File: config.mk
export PLATFORM = sky130hd
export DESIGN_NAME = utf16_to_utf8_transcoder_flat
export DESIGN_NICKNAME = d
export VERILOG_FILES = /design/src/hw/rtl/utt_pkg.sv /design/src/hw/rtl/utt_in_if.sv /design/src/hw/rtl/utt_out_if.sv /design/src/hw/rtl/utt_front.sv /design/src/hw/rtl/utt_fifo.sv /design/src/hw/rtl/utt_back.sv /design/src/hw/rtl/utf16_to_utf8_transcoder.sv /design/src/flat_wrapper.sv
export SDC_FILE = /design/constraint.sdc
export NUM_CORES = 1
export LEC_CHECK = 0
export ABC_AREA = 1
export BUFFER_PORTS_ARGS = -buffer_cell sky130_fd_sc_hd__buf_2
export CAP_MARGIN = 20
export CORE_MARGIN = 2
export CORE_UTILIZATION = 30
export DETAILED_ROUTE_END_ITERATION = 6
export PLACE_DENSITY_LB_ADDON = 0.25
export SLEW_MARGIN = 20
export SYNTH_ARGS = -nofsm -noshare
export SYNTH_HDL_FRONTEND = slang
export SYNTH_SLANG_ARGS = --single-unit
export TNS_END_PERCENT = 5
File: constraint.sdc
create_clock -name clk -period 3.45 [get_ports clk]
set_input_delay 0.1725 -clock clk [delete_from_list [all_inputs] [get_ports clk]]
set_output_delay 0.1725 -clock clk [all_outputs]
set_load 0.05 [all_outputs]
File: src/hw/rtl/utt_pkg.sv
package utt_pkg;

  // kinds of result item
  typedef enum logic [1:0] {
    KIND_DATA  = 2'd0,
    KIND_CLEAN = 2'd1,
    KIND_ERROR = 2'd2
  } kind_t;

  localparam int CP_W = 21;

  // code unit tags in bits 15:10
  localparam logic [5:0] HIGH_TAG = 6'h36;
  localparam logic [5:0] LOW_TAG  = 6'h37;

  // supplementary plane offset
  localparam logic [CP_W-1:0] SUPP_BASE = 21'h10000;

  // utf-8 length thresholds
  localparam logic [CP_W-1:0] LIM_ONE   = 21'h80;
  localparam logic [CP_W-1:0] LIM_TWO   = 21'h800;
  localparam logic [CP_W-1:0] LIM_THREE = 21'h10000;

  localparam int QUEUE_DEPTH = 2;

  // one decoded job: a code point to encode and an optional end marker
  typedef struct packed {
    logic [CP_W-1:0] cp;
    logic [2:0]      ndata;
    kind_t           kind;
  } job_t;

endpackage

File: src/hw/rtl/utt_in_if.sv
interface utt_in_if;
  logic       valid;
  logic       ready;
  logic [7:0] in_byte;
  logic       in_last;

  modport source (output valid, output in_byte, output in_last, input ready);
  modport sink   (input valid, input in_byte, input in_last, output ready);
endinterface

File: src/hw/rtl/utt_out_if.sv
interface utt_out_if;
  logic       valid;
  logic       ready;
  logic [7:0] out_byte;
  logic [1:0] out_kind;
  logic       out_last;

  modport source (output valid, output out_byte, output out_kind, output out_last,
                  input ready);
  modport sink   (input valid, input out_byte, input out_kind, input out_last,
                  output ready);
endinterface

File: src/hw/rtl/utt_front.sv
module utt_front (
  input  logic            clk,
  input  logic            rst_n,
  input  logic            cfg_we,
  input  logic            cfg_wdata,
  utt_in_if.sink          in_chan,
  input  logic            q_full,
  output logic            q_push,
  output utt_pkg::job_t   q_job
);

  logic       big_endian_r;
  logic       phase_r, phase_nxt;
  logic [7:0] held_r, held_nxt;
  logic       pend_r, pend_nxt;
  logic [9:0] hbits_r, hbits_nxt;
  logic       stopped_r, stopped_nxt;

  logic        accept;
  logic [15:0] unit;
  logic        is_high;
  logic        is_low;
  logic [utt_pkg::CP_W-1:0] pair_cp;
  logic [utt_pkg::CP_W-1:0] cp;
  logic        has_cp;
  logic        err;
  logic        clear;

  assign in_chan.ready = !q_full;
  assign accept        = in_chan.valid && !q_full;

  // code unit assembly and classification
  assign unit    = big_endian_r ? {held_r, in_chan.in_byte} : {in_chan.in_byte, held_r};
  assign is_high = unit[15:10] == utt_pkg::HIGH_TAG;
  assign is_low  = unit[15:10] == utt_pkg::LOW_TAG;
  assign pair_cp = {1'b0, hbits_r, unit[9:0]} + utt_pkg::SUPP_BASE;

  // per-item decode
  always_comb begin
    phase_nxt   = phase_r;
    held_nxt    = held_r;
    pend_nxt    = pend_r;
    hbits_nxt   = hbits_r;
    stopped_nxt = stopped_r;
    cp          = '0;
    has_cp      = 1'b0;
    err         = 1'b0;
    clear       = 1'b0;
    if (stopped_r) begin
      clear = in_chan.in_last;
    end else if (!phase_r) begin
      held_nxt  = in_chan.in_byte;
      phase_nxt = 1'b1;
      err       = in_chan.in_last;
    end else begin
      phase_nxt = 1'b0;
      held_nxt  = '0;
      priority if (pend_r) begin
        if (is_low) begin
          cp        = pair_cp;
          has_cp    = 1'b1;
          pend_nxt  = 1'b0;
          hbits_nxt = '0;
        end else begin
          err = 1'b1;
        end
      end else if (is_high) begin
        if (in_chan.in_last) begin
          err = 1'b1;
        end else begin
          pend_nxt  = 1'b1;
          hbits_nxt = unit[9:0];
        end
      end else if (is_low) begin
        err = 1'b1;
      end else begin
        cp     = {5'b0, unit};
        has_cp = 1'b1;
      end
    end
    if (!stopped_r) begin
      if (err && !in_chan.in_last) begin
        stopped_nxt = 1'b1;
      end
      if (in_chan.in_last) begin
        clear = 1'b1;
      end
    end
    if (clear) begin
      phase_nxt   = 1'b0;
      held_nxt    = '0;
      pend_nxt    = 1'b0;
      hbits_nxt   = '0;
      stopped_nxt = 1'b0;
    end
  end

  // job for the queue
  always_comb begin
    q_job.cp = cp;
    priority if (!has_cp) begin
      q_job.ndata = 3'd0;
    end else if (cp < utt_pkg::LIM_ONE) begin
      q_job.ndata = 3'd1;
    end else if (cp < utt_pkg::LIM_TWO) begin
      q_job.ndata = 3'd2;
    end else if (cp < utt_pkg::LIM_THREE) begin
      q_job.ndata = 3'd3;
    end else begin
      q_job.ndata = 3'd4;
    end
    priority if (err) begin
      q_job.kind = utt_pkg::KIND_ERROR;
    end else if (in_chan.in_last && !stopped_r) begin
      q_job.kind = utt_pkg::KIND_CLEAN;
    end else begin
      q_job.kind = utt_pkg::KIND_DATA;
    end
  end

  assign q_push = accept && (has_cp || err || (in_chan.in_last && !stopped_r));

  // string state and configuration register
  always_ff @(posedge clk) begin
    if (!rst_n) begin
      big_endian_r <= 1'b0;
      phase_r      <= 1'b0;
      held_r       <= '0;
      pend_r       <= 1'b0;
      hbits_r      <= '0;
      stopped_r    <= 1'b0;
    end else begin
      if (cfg_we) begin
        big_endian_r <= cfg_wdata;
      end
      if (accept) begin
        phase_r   <= phase_nxt;
        held_r    <= held_nxt;
        pend_r    <= pend_nxt;
        hbits_r   <= hbits_nxt;
        stopped_r <= stopped_nxt;
      end
    end
  end

endmodule

File: src/hw/rtl/utt_fifo.sv
module utt_fifo #(
  parameter int Depth = utt_pkg::QUEUE_DEPTH
) (
  input  logic          clk,
  input  logic          rst_n,
  input  logic          push,
  input  utt_pkg::job_t wr_job,
  output logic          full,
  input  logic          pop,
  output logic          head_valid,
  output utt_pkg::job_t head_job
);

  localparam int PtrW = (Depth > 1) ? $clog2(Depth) : 1;
  localparam int CntW = $clog2(Depth + 1);
  localparam logic [PtrW-1:0] LastPtr = PtrW'(Depth - 1);
  localparam logic [CntW-1:0] FullCnt = CntW'(Depth);

  utt_pkg::job_t  mem_r [Depth];
  logic [PtrW-1:0] wr_ptr_r;
  logic [PtrW-1:0] rd_ptr_r;
  logic [CntW-1:0] cnt_r;

  assign full       = cnt_r == FullCnt;
  assign head_valid = cnt_r != '0;
  assign head_job   = mem_r[rd_ptr_r];

  // entry storage
  always_ff @(posedge clk) begin
    if (push) begin
      mem_r[wr_ptr_r] <= wr_job;
    end
  end

  // pointers and fill count
  always_ff @(posedge clk) begin
    if (!rst_n) begin
      wr_ptr_r <= '0;
      rd_ptr_r <= '0;
      cnt_r    <= '0;
    end else begin
      if (push) begin
        wr_ptr_r <= (wr_ptr_r == LastPtr) ? '0 : wr_ptr_r + 1'b1;
      end
      if (pop) begin
        rd_ptr_r <= (rd_ptr_r == LastPtr) ? '0 : rd_ptr_r + 1'b1;
      end
      if (push && !pop) begin
        cnt_r <= cnt_r + 1'b1;
      end else if (pop && !push) begin
        cnt_r <= cnt_r - 1'b1;
      end
    end
  end

endmodule

File: src/hw/rtl/utt_back.sv
module utt_back (
  input  logic          clk,
  input  logic          rst_n,
  input  logic          head_valid,
  input  utt_pkg::job_t head_job,
  output logic          pop,
  utt_out_if.source     out_chan
);

  logic [2:0] idx_r;
  logic       out_valid_r;
  logic [7:0] out_byte_r;
  logic [1:0] out_kind_r;
  logic       out_last_r;

  logic [2:0] total;
  logic [2:0] rem;
  logic       final_res;
  logic       load;
  logic [7:0] res_byte;
  logic [1:0] res_kind;

  assign total     = head_job.ndata + {2'b0, head_job.kind != utt_pkg::KIND_DATA};
  assign final_res = idx_r == total - 3'd1;
  assign load      = head_valid && (!out_valid_r || out_chan.ready);
  assign pop       = load && final_res;
  assign rem       = head_job.ndata - idx_r - 3'd1;

  // utf-8 byte selection
  always_comb begin
    res_byte = '0;
    res_kind = utt_pkg::KIND_DATA;
    if (idx_r >= head_job.ndata) begin
      res_kind = head_job.kind;
    end else if (idx_r == 3'd0) begin
      unique case (head_job.ndata)
        3'd1:    res_byte = {1'b0, head_job.cp[6:0]};
        3'd2:    res_byte = {3'b110, head_job.cp[10:6]};
        3'd3:    res_byte = {4'b1110, head_job.cp[15:12]};
        default: res_byte = {5'b11110, head_job.cp[20:18]};
      endcase
    end else begin
      unique case (rem)
        3'd0:    res_byte = {2'b10, head_job.cp[5:0]};
        3'd1:    res_byte = {2'b10, head_job.cp[11:6]};
        default: res_byte = {2'b10, head_job.cp[17:12]};
      endcase
    end
  end

  // result index and output register
  always_ff @(posedge clk) begin
    if (!rst_n) begin
      idx_r       <= '0;
      out_valid_r <= 1'b0;
    end else begin
      if (load) begin
        idx_r       <= final_res ? 3'd0 : idx_r + 3'd1;
        out_valid_r <= 1'b1;
      end else if (out_chan.ready) begin
        out_valid_r <= 1'b0;
      end
    end
  end

  always_ff @(posedge clk) begin
    if (load) begin
      out_byte_r <= res_byte;
      out_kind_r <= res_kind;
      out_last_r <= final_res;
    end
  end

  assign out_chan.valid    = out_valid_r;
  assign out_chan.out_byte = out_byte_r;
  assign out_chan.out_kind = out_kind_r;
  assign out_chan.out_last = out_last_r;

endmodule

File: src/hw/rtl/utf16_to_utf8_transcoder.sv
// UTF-16 to UTF-8 transcoder
// in_chan carries one UTF-16 byte per item with in_last on the final byte of a
// string; cfg_we/cfg_wdata set the byte order (1 = high byte first) between
// strings. out_chan gives UTF-8 bytes (kind 0) and one end marker per string:
// kind 1 for a clean end, kind 2 on a bad surrogate or an odd trailing byte.
// After an error the rest of the string is dropped up to its last byte.
// out_last marks the final result caused by one input item.
// The front decoder takes one byte per cycle while its job queue has room and
// pushes at most one job per item. The back encoder sends one result per cycle
// while the receiver is ready, from the queue head through an output register;
// an item's first result passes a queue entry and then the output register. An
// item gives zero to five results, one per output cycle, and the output side sets
// the sustained rate. A stalled receiver holds the output register; the queue
// then fills and in_chan.ready drops. Reset clears the string state, the queue
// and the output valid, and sets little-endian order.
module utf16_to_utf8_transcoder #(
  parameter int QueueDepth = utt_pkg::QUEUE_DEPTH
) (
  input  logic      clk,
  input  logic      rst_n,
  input  logic      cfg_we,
  input  logic      cfg_wdata,
  utt_in_if.sink    in_chan,
  utt_out_if.source out_chan
);

  logic          q_push;
  logic          q_full;
  logic          q_pop;
  logic          head_valid;
  utt_pkg::job_t push_job;
  utt_pkg::job_t head_job;

  // byte pairing and surrogate decode
  utt_front u_front (
    .clk       (clk),
    .rst_n     (rst_n),
    .cfg_we    (cfg_we),
    .cfg_wdata (cfg_wdata),
    .in_chan   (in_chan),
    .q_full    (q_full),
    .q_push    (q_push),
    .q_job     (push_job)
  );

  // job queue between decode and encode
  utt_fifo #(
    .Depth (QueueDepth)
  ) u_fifo (
    .clk        (clk),
    .rst_n      (rst_n),
    .push       (q_push),
    .wr_job     (push_job),
    .full       (q_full),
    .pop        (q_pop),
    .head_valid (head_valid),
    .head_job   (head_job)
  );

  // utf-8 encode and output
  utt_back u_back (
    .clk        (clk),
    .rst_n      (rst_n),
    .head_valid (head_valid),
    .head_job   (head_job),
    .pop        (q_pop),
    .out_chan   (out_chan)
  );

endmodule

File: src/flat_wrapper.sv
// flat-port wrapper written by rule: the top's interface ports become plain ports
module utf16_to_utf8_transcoder_flat 
#(
  parameter int QueueDepth = utt_pkg::QUEUE_DEPTH
)
  (clk, rst_n, cfg_we, cfg_wdata, in_chan_valid, in_chan_in_byte, in_chan_in_last, in_chan_ready, out_chan_valid, out_chan_out_byte, out_chan_out_kind, out_chan_out_last, out_chan_ready);
  utt_in_if in_chan_i ();
  utt_out_if out_chan_i ();
  input  logic clk;
  input  logic rst_n;
  input  logic cfg_we;
  input  logic cfg_wdata;
  input wire logic [$bits(in_chan_i.valid)-1:0] in_chan_valid;
  input wire logic [$bits(in_chan_i.in_byte)-1:0] in_chan_in_byte;
  input wire logic [$bits(in_chan_i.in_last)-1:0] in_chan_in_last;
  output wire logic [$bits(in_chan_i.ready)-1:0] in_chan_ready;
  output wire logic [$bits(out_chan_i.valid)-1:0] out_chan_valid;
  output wire logic [$bits(out_chan_i.out_byte)-1:0] out_chan_out_byte;
  output wire logic [$bits(out_chan_i.out_kind)-1:0] out_chan_out_kind;
  output wire logic [$bits(out_chan_i.out_last)-1:0] out_chan_out_last;
  input wire logic [$bits(out_chan_i.ready)-1:0] out_chan_ready;
  assign in_chan_i.valid = in_chan_valid;
  assign in_chan_i.in_byte = in_chan_in_byte;
  assign in_chan_i.in_last = in_chan_in_last;
  assign in_chan_ready = in_chan_i.ready;
  assign out_chan_valid = out_chan_i.valid;
  assign out_chan_out_byte = out_chan_i.out_byte;
  assign out_chan_out_kind = out_chan_i.out_kind;
  assign out_chan_out_last = out_chan_i.out_last;
  assign out_chan_i.ready = out_chan_ready;
  utf16_to_utf8_transcoder #(.QueueDepth(QueueDepth)) u_core (.clk(clk), .rst_n(rst_n), .cfg_we(cfg_we), .cfg_wdata(cfg_wdata), .in_chan(in_chan_i), .out_chan(out_chan_i));
endmodule
==> summary.md, run 1 <==
| Metric | Value |
|---|---|
| Commonest cells in the netlist | 192 x nand2_1, 68 x inv_1, 63 x edfxtp_1 |
| Design area | 5610 sq um |
| LEAKAGE | 2.47 nW |
| Reg-to-Reg Start | u_core.u_front.big_endian_r |
| Share of post-route cells with drive strength above 1 | 12.8% |
| Clock Sink Count | 94 |
| Largest net degree at the start of global routing | 27 |
| Yosys synthesis warning count | 0 |
| Worst Path Required | 3690 ps |
| Setup ws final | 634 ps |
| Maximum capacitance violations | 0 |
| Setup crit end kind | register |
| Vias | 3804 |
| R2r endpoint | u_core.u_fifo.cnt_r[1] |
| Synth top area cells | edfxtp_1 39%, nand2_1 15%, dfxtp_1 13%, inv_1 5.2%, nor2_1 4.6% |
| Pwr Density | 755 nW/um^2 |
| Initial antenna violation count | 0 |
| Most common cell in the netlist | nand2_1 |
| Row count | 46 |
| Synth top area share | between 30 and 40% |
| Sequential share of power | 36.3% |
| IR drop worst, VDD | 0.259 mV |
| Syn Area/Cell | 8.30 sq um |
| Post-synthesis sequential area ratio | 51.4% |
| Worst r2r path cells | 16 |
| Endpoint, Worst Hold | u_core.u_front.big_endian_r |
| Vias in the first global route | 3775 |
| DR WL met3 | 371 microns |
| Pre-CTS WS | 619 ps |
| Drt wl/cell | ~13 microns |
| Die area | about 17000 sq um |
| Chip width | 132 microns |
| Fin nets | ~650 |
| Gr usage total | 13.7% |
| WL met2 | around 5.4 mm |
| Min Hold Slack | 62.6 ps |
| Clock latency on the worst-skew pair | 350 ps |
| Syn_nets | 615 |
| RSZ-0062 raised after global routing | false |
| Number of top-level pins | 28 |
| Area of placed instances | approximately 5300 sq um |
| Top_reg_cell synth | edfxtp_1 |
| CTS H-tree lvls | 3 |
| Clock buffer depth | 2 |
| Pins Over Slew Limit | 0 |
| Period utilization | 81.6% |
| Relative slew slack | about 47% |
| Clock Tree Root | clkbuf_16 |
| Area grow syn2layout | 14.8% |
| CP max FO | 18 |
| Clock transition at path regs | 70 ps |
| Metal1 wirelength | about 5.3 mm |
| CTS buffer count | 9 |
| Netlist Area Pre-Place | between 4000 and 5000 sq um |
| EDFF count, synth | 63 |
| Clk pwr share | 26.0% |
| #FFs+latches synth | 94 |
| Fin. Hold Viols | 0 |
| Setup_tns | 0 ps |
| Status | finished clean |
| Fill cells | 1699 |
| Vias per cell | 4.52 |
| Netlist cell types | 47 |
| Comb pwr share | 37.6% |
| Number of antenna-violating nets in the routed design | 0 |
| CP arrival | 3050 ps |
| Drt drc | 0 |
| Min Tclk post-route | roughly 2800 ps |
| Startpoint types | register |
| Initial DRT Pass Iterations | 5 |
| Initial core utilization | 30.8% |
| Sw Pwr | about 1.7 mW |
| Synthesized instance count | 589 |
| Worst hold path cell count | 3 |
| Diodes inserted | 0 |
| CTS tree | built |
| Post-synth ARST share | 0% |
| Worst-margin pin slew | 786 ps |
| Core box area | 15900 sq um |
| Drt total wl | between 10 and 15 mm |
| Post-DP HPWL | between 8 and 9 mm |
| GRT overflow | 0 |
| Die H | between 100 and 150 microns |
| Tightest Hold Check Type | input port to register |
| Critical path type | register to register |
| First-pass GRT wire length | approximately 19 mm |
| Final setup fails | 0 |
| Finished Core Util | 35.3% |
| Hold buffers post-CTS | 0 |
| Reg2reg setup slack | 630 ps |
| HP Start | cfg_wdata |
| Dominant cell type by area after synthesis | edfxtp_1 |
| Uppermost layer routed | met4 |
| Highest Clock Rate | 355 MHz |
| Post-CTS setup buffer count | 0 |
| Initial drt markers | ~200 |
| Internal | 2.57 mW |
| Port-buffer cells | 27 |
| Post-CTS sizing | 0 |
| Final Skew | between 9 and 10 ps |
| Sw frac | roughly 40% |
| RePlAce Congestion | 0.876 |
==> worst max-delay path, cell delays in order, from the launching register on <==
cell,delay [ps]
dfxtp_1,710
inv_6,140
nand2_1,90
nand2_1,170
nor2_8,190
nand2_1,80
nand2_1,90
nand3_1,140
nand3_1,130
nand2_1,80
nand2_1,90
inv_1,60
ha_1,290
a21oi_1,110
o21ai_0,110
o21ai_0,160
a21oi_1,60
==> state kept, by name (all words and copies together) (netlist names), named ones only <==
signal,flops
u_core.u_back.idx_r,3
u_core.u_back.out_chan.out_byte,8
u_core.u_back.out_chan.out_kind,2
u_core.u_back.out_chan.out_last,1
u_core.u_back.out_chan.valid,1
u_core.u_fifo.cnt_r,2
u_core.u_fifo.mem_r,52
u_core.u_fifo.rd_ptr_r,1
u_core.u_fifo.wr_ptr_r,1
u_core.u_front.big_endian_r,1
u_core.u_front.hbits_r,10
u_core.u_front.held_r,8
u_core.u_front.pend_r,1
u_core.u_front.phase_r,1
u_core.u_front.stopped_r,1
==> layout by cell type, fill, tap and decap left out, types with 2 or more instances in the layout <==
cell / Yosys / final
a21oi_1: 30 / 30
buf_2: 1 / 27
buf_4: 0 / 7
bufinv_16: 0 / 2
clkbuf_16: 0 / 9
dfxtp_1: 31 / 31
edfxtp_1: 63 / 63
ha_1: 10 / 10
inv_1: 68 / 68
inv_2: 6 / 6
inv_6: 1 / 3
inv_8: 0 / 2
nand2_1: 192 / 192
nand2_2: 6 / 6
nand2_4: 4 / 4
nand3_1: 26 / 26
nand4_1: 3 / 3
nor2_1: 60 / 59
nor2_2: 1 / 2
nor2_4: 2 / 2
nor2_8: 2 / 2
nor3_1: 5 / 5
o21ai_0: 27 / 27
o21ai_1: 9 / 9
o31ai_1: 2 / 2
xnor2_1: 2 / 2
xor2_1: 5 / 5
==> kinds of logic after synthesis <==
group                      synth area share (%)
muxes                                     0.205
and+or+nand+nor                            27.6
DFF                                        51.4
AOI/OAI and AO/OA                          9.24
xor gates and xnor gates                   1.25
adders and majority gates                  2.97
buffers and inverters                      7.35
==> layout make-up <==
class | instances | area [sq um] | area share, %
clock inverter | 7 | 109 | 1.94
timing repair buffer | 34 | 188 | 3.35
inverter | 75 | 287 | 5.11
sequential | 94 | 2510 | 44.8
multi-input combinational | 407 | 2020 | 36.0
clock buffer | 9 | 225 | 4.02
tap | 216 | 270 | 4.82
==> metal layers <==
layer / vias to the layer above / GRT usage, %
met5: - / 0
met1: 1747 / 17.1
met3: 12 / 3.67
li1: 1970 / -
met4: 0 / 4.47
met2: 75 / 22.9
==> power by group through the flow <==
stage | logic [mW] | clock network, mW | registers (mW)
floorplan | 0.929 | 0 | 1.82
global route | 1.78 | 1.18 | 1.56
global placement | 1.58 | 0 | 1.56
detailed placement | 1.60 | 0 | 1.57
CTS | 1.61 | 1.14 | 1.54
finish | 1.59 | 1.10 | 1.54
==> how the worst max path moves through the flow <==
stage	cells after the start	end	slack, ps	startpoint
after CTS	16	u_core.u_fifo.cnt_r[1]	600	u_core.u_front.big_endian_r
final	16	u_core.u_fifo.cnt_r[1]	630	u_core.u_front.big_endian_r
after detailed placement	16	u_core.u_fifo.cnt_r[1]	620	u_core.u_front.big_endian_r
after global routing	16	u_core.u_fifo.cnt_r[1]	230	u_core.u_front.big_endian_r
after floorplan	17	u_core.u_fifo.cnt_r[1]	530	register
after global placement	16	u_core.u_fifo.cnt_r[1]	750	u_core.u_front.big_endian_r
==> per-stage QoR <==
stage | power [mW] | instances
after floorplan | 2.75 | 589
after global placement | 3.14 | 826
after detailed placement | 3.17 | 826
after CTS | 4.30 | 842
after global routing | 4.53 | 842
final | 4.24 | 842
(Power assumes the default switching activity.)
==> inputs of run 2 (changes only) <==
--- a/config.mk
+++ b/config.mk
@@ -5,7 +5,7 @@
 export SDC_FILE = /design/constraint.sdc
 export NUM_CORES = 1
 export LEC_CHECK = 0
-export ABC_AREA = 1
+export ABC_AREA = 0
 export BUFFER_PORTS_ARGS = -buffer_cell sky130_fd_sc_hd__buf_2
 export CAP_MARGIN = 20
 export CORE_MARGIN = 2
==> constraint.sdc (replaced) <==
create_clock -name clk -period 2.7 [get_ports clk]
set_input_delay 0.135 -clock clk [delete_from_list [all_inputs] [get_ports clk]]
set_output_delay 0.135 -clock clk [all_outputs]
set_load 0.05 [all_outputs]
==> run 2 against run 1 <==
Critical path depth fell by 7; sequential power rose by 32%; area after synthesis fell by 1.0%; register-to-register slack got worse by 530 ps; maximum frequency rose by 8.6%; final cell count fell by 19%; first-iteration DRC count did not move; sequential cell count did not move; worst setup slack got worse by 530 ps; clock skew fell by 1.8 ps; critical path type unchanged.
==> summary.md, run 2 <==
| Metric | Value |
|---|---|
| Status | finished clean (unchanged) |
| Fin. Hold Viols | 0 (unchanged) |
| Commonest cells after routing, fill and taps aside | 63 x edfxtp_1, 45 x mux2i_1, 42 x nor2_1 (was 192 x nand2_1, 68 x inv_1, 63 x edfxtp_1) |
| Pwr Density | 973 nW/um^2 (was 755 nW/um^2) |
| Vias per cell | 4.82 (was 4.52) |
| Clock latency on the worst-skew pair | 350 ps (about the same) |
| Critical-path top delay cell | o41a_1 (was dfxtp_1) |
| Clock buffer depth | 2 (unchanged) |
| Core box area | 15800 sq um (was 15900 sq um) |
| Port-buffer cells | 27 (unchanged) |
| CTS tree | built (unchanged) |
| Setup_tns | 0 ps (unchanged) |
| Max reg flops | 52 (unchanged) |
| Number of antenna-violating nets in the routed design | 0 (unchanged) |
| CTS H-tree lvls | 3 (unchanged) |
| Pins Over Slew Limit | 0 (unchanged) |
| Initial antenna violation count | 0 (unchanged) |
| Internal | 3.49 mW (was 2.57 mW) |
| Tightest Hold Check Type | input port to register (unchanged) |
| Post-synth ARST share | 0% (unchanged) |
| Netlist Area Pre-Place | 4830 sq um (was 4890 sq um) |
| Commonest cells in the netlist | 63 x edfxtp_1, 46 x mux2i_1, 43 x nor2_1 (was 192 x nand2_1, 68 x inv_1, 63 x edfxtp_1) |
| First-pass GRT wire length | 17.5 mm (was 18.9 mm) |
| Drt drc | 0 (unchanged) |
| Period utilization | 96.0% (was 81.6%) |
| Number of top-level pins | 28 (unchanged) |
| Synth Area in Simple Gates | 15.0% (was 27.6%) |
| Xor-xnor portion of the synthesized cell area | 2.17% (was 1.25%) |
| Reg area | 2520 sq um (was 2510 sq um) |
| Area grow syn2layout | 17.9% (was 14.8%) |
| IR drop worst, VDD | 0.325 mV (was 0.259 mV) |
| LEAKAGE | 1.98 nW (was 2.47 nW) |
| Initial drt markers | 198 (unchanged) |
| Fin nets | 487 (was 647) |
| Die area | 17100 sq um (was 17300 sq um) |
| Share of post-route cells with drive strength above 1 | 20.8% (was 12.8%) |
| Vias in the first global route | 3287 (was 3775) |
| Final Skew | 7.93 ps (was 9.74 ps) |
| Commonest non-fill, non-tap cell in the layout | edfxtp_1 (was nand2_1) |
| Fill cells | 1564 (was 1699) |
| RSZ-0062 raised after global routing | true (was false) |
| Top_reg_cell synth | edfxtp_1 (unchanged) |
| Clock transition at path regs | 70 ps (about the same) |
| #FFs+latches synth | 94 (unchanged) |
| Critical path type | register to register (unchanged) |
| Endpoint, Worst Hold | u_core.u_front.big_endian_r (unchanged) |
| Top reg by flops | u_core.u_fifo.mem_r (unchanged) |
| Cell count after placement | 664 (was 826) |
| Biggest regs | u_core.u_fifo.mem_r x52, u_core.u_front.hbits_r x10 (unchanged) |
| Highest Clock Rate | 386 MHz (was 355 MHz) |
| Final setup fails | 0 (unchanged) |
| Design area | 5700 sq um (was 5610 sq um) |
| Vias | 3287 (was 3804) |
| Setup ws final | 107 ps (was 634 ps) |
| Min Tclk post-route | 2590 ps (was 2820 ps) |
| Gr usage total | 13.5% (was 13.7%) |
| Largest net degree at the start of global routing | 32 (was 27) |
| Setup crit end kind | register (unchanged) |
| Drt total wl | 10.6 mm (was 11.2 mm) |
| Relative slew slack | 34.0% (was 47.3%) |
| CTS buffer count | 9 (unchanged) |
| Pwr Total | 5.54 mW (was 4.24 mW) |
| Comb pwr share | 39.7% (was 37.6%) |
| Die H | 131 microns (was 132 microns) |
| Post-synthesis sequential area ratio | 52.0% (was 51.4%) |
| Synth top area share | 39.1% (was 38.7%) |
| Area of placed instances | 5330 sq um (was 5270 sq um) |
| Initial core utilization | 30.5% (was 30.8%) |
| Syn_nets | 447 (was 615) |
| Clock Sink Count | 94 (unchanged) |
| Footprint of the multi-input gates | 2240 sq um (was 2020 sq um) |
| Netlist cell types | 62 (was 47) |
| Diodes inserted | 0 (unchanged) |
| Row count | 46 (unchanged) |
| Post-synthesis compound-gate area fraction | 10.5% (was 9.24%) |
| CP max FO | 7 (was 18) |
| Post-DP HPWL | 7.72 mm (was 8.40 mm) |
| Chip width | 131 microns (was 132 microns) |
| Sequential share of power | 36.8% (was 36.3%) |
| Sw Pwr | 2.06 mW (was 1.66 mW) |
| Finished Core Util | 36.0% (was 35.3%) |
| Synth top area cells | edfxtp_1 39%, dfxtp_1 13%, mux2i_1 9.5%, nor2_1 3.3%, ha_1 2.6% (was edfxtp_1 39%, nand2_1 15%, dfxtp_1 13%, inv_1 5.2%, nor2_1 4.6%) |
| Clock Tree Root | clkbuf_16 (unchanged) |
| Largest family of logic cells by synthesized area | simple AND/OR/NAND/NOR gates (unchanged) |
| CP arrival | 2860 ps (was 3050 ps) |
| Reg2reg setup slack | 110 ps (was 630 ps) |
| CP delay by family, top | compound AO/OA/AOI/OAI gates (was simple AND/OR/NAND/NOR gates) |
| Worst r2r path cells | 9 (was 16) |
| Clk pwr share | 23.5% (was 26.0%) |
| Initial DRT Pass Iterations | 4 (was 5) |
| Buffers and inverters on the worst path | 0 (was 2) |
| HP Start | cfg_wdata (unchanged) |
| Post-synthesis mux area share | 14.6% (was 0.205%) |
| Dominant cell type by area after synthesis | edfxtp_1 (unchanged) |
| EDFF count, synth | 63 (unchanged) |
| Reg-to-Reg Start | u_core.u_front.big_endian_r (unchanged) |
| R2r endpoint | u_core.u_fifo.cnt_r[1] (unchanged) |
| Critical Path, Cell by Cell | mux2_4 -> nand2b_1 -> a21oi_1 -> a311oi_2 -> o41a_1 -> ha_4 -> xor2_1 -> or3_1 -> a21boi_0 (was inv_6 -> nand2_1 -> nand2_1 -> nor2_8 -> nand2_1 -> nand2_1 -> nand3_1 -> nand3_1 -> nand2_1 -> nand2_1 -> inv_1 -> ha_1 -> a21oi_1 -> o21ai_0 -> o21ai_0 -> a21oi_1) |
| Maximum capacitance violations | 0 (unchanged) |
| Startpoint types | register (unchanged) |
| Synthesized instance count | 421 (was 589) |
| Worst Path Required | 2970 ps (was 3690 ps) |
| Final std cells w/o fill | 682 (was 842) |
| Sw frac | 37.1% (was 39.3%) |
| Pre-CTS WS | 0.528 ps (was 619 ps) |
| Worst-margin pin slew | 983 ps (was 786 ps) |
| Min Hold Slack | 54.2 ps (was 62.6 ps) |
| Critical Path Max Stage Delay | 510 ps (was 710 ps) |
| Worst hold path cell count | 3 (unchanged) |
| Most common cell in the netlist | edfxtp_1 (was nand2_1) |
| Syn Area/Cell | 11.5 sq um (was 8.30 sq um) |
| Yosys synthesis warning count | 0 (unchanged) |
| GRT overflow | 0 (unchanged) |
| Drt wl/cell | 15.6 microns (was 13.3 microns) |
| Post-Synth Adder-Cell Area | 3.00% (was 2.97%) |
| RePlAce Congestion | 0.797 (was 0.876) |
run 2: power by group through the flow:
stage / Sequential (mW) / Clock [mW] / Combinational (mW)
6_report: 2.04 / 1.30 / 2.20
5_1_grt: 2.07 / 1.40 / 2.41
4_1_cts: 2.04 / 1.34 / 2.17
3_5_place_dp: 2.07 / 0 / 2.15
3_3_place_gp: 2.06 / 0 / 2.12
2_1_floorplan: 2.37 / 0 / 1.30
run 2: routing by layer:
layer / GRT usage [%] / up-vias / wire (microns)
li1: - / 1635 / -
met1: 18.7 / 1571 / 5230
met2: 20.6 / 73 / 4820
met3: 2.97 / 8 / 433
met4: 5.26 / 0 / 136
met5: 0 / - / 0
run 2: final cells by class:
cell class	count	share of cell area [%]
well taps	216	4.74
multi-input cells	297	39.4
repair buffers	50	5.84
inverters	9	0.593
clock buffers	11	4.26
clock inverters	5	1.01
flip-flops and latches	94	44.2
run 2: worst max path at each step:
stage / start / to / slack (ps) / cells after the start
6_report: u_core.u_front.big_endian_r / u_core.u_fifo.cnt_r[1] / 110 / 9
5_1_grt: u_core.u_fifo.mem_r[1][1] / u_core.u_fifo.cnt_r[1] / -50 / 13
3_3_place_gp: u_core.u_front.big_endian_r / u_core.u_fifo.cnt_r[1] / 80 / 8
3_5_place_dp: u_core.u_front.big_endian_r / u_core.u_fifo.cnt_r[1] / 0.5 / 8
2_1_floorplan: register / u_core.u_fifo.cnt_r[1] / -300 / 12
4_1_cts: register / u_core.u_fifo.cnt_r[1] / 9 / 10
run 2: logic make-up after synthesis:
| group | count (synthesis) |
|---|---|
| AO/OA/AOI/OAI | 71 |
| XOR/XNOR | 12 |
| adder cells (fa/ha/maj) | 11 |
| buffers and inverters | 30 |
| flip-flops | 94 |
| multiplexers | 61 |
| AND/OR/NAND/NOR | 142 |
run 2: worst reg2reg max path: cells and delay by family (launching register included):
family / cells / cell delay [ps]
AOI/OAI and AO/OA: 4 / 920
and+or+nand+nor: 2 / 490
DFF: 1 / 420
muxes: 1 / 360
adders and majority gates: 1 / 200
xor gates and xnor gates: 1 / 140
run 2: timing repair:
| item | in CTS | in global routing |
|---|---|---|
| gates resized for setup | 2 | 9 |
| setup endpoints to repair | 1 | 7 |
| hold buffers | 0 | 0 |
| buffers inserted | 0 | 2 |
| pin swaps | 0 | 2 |
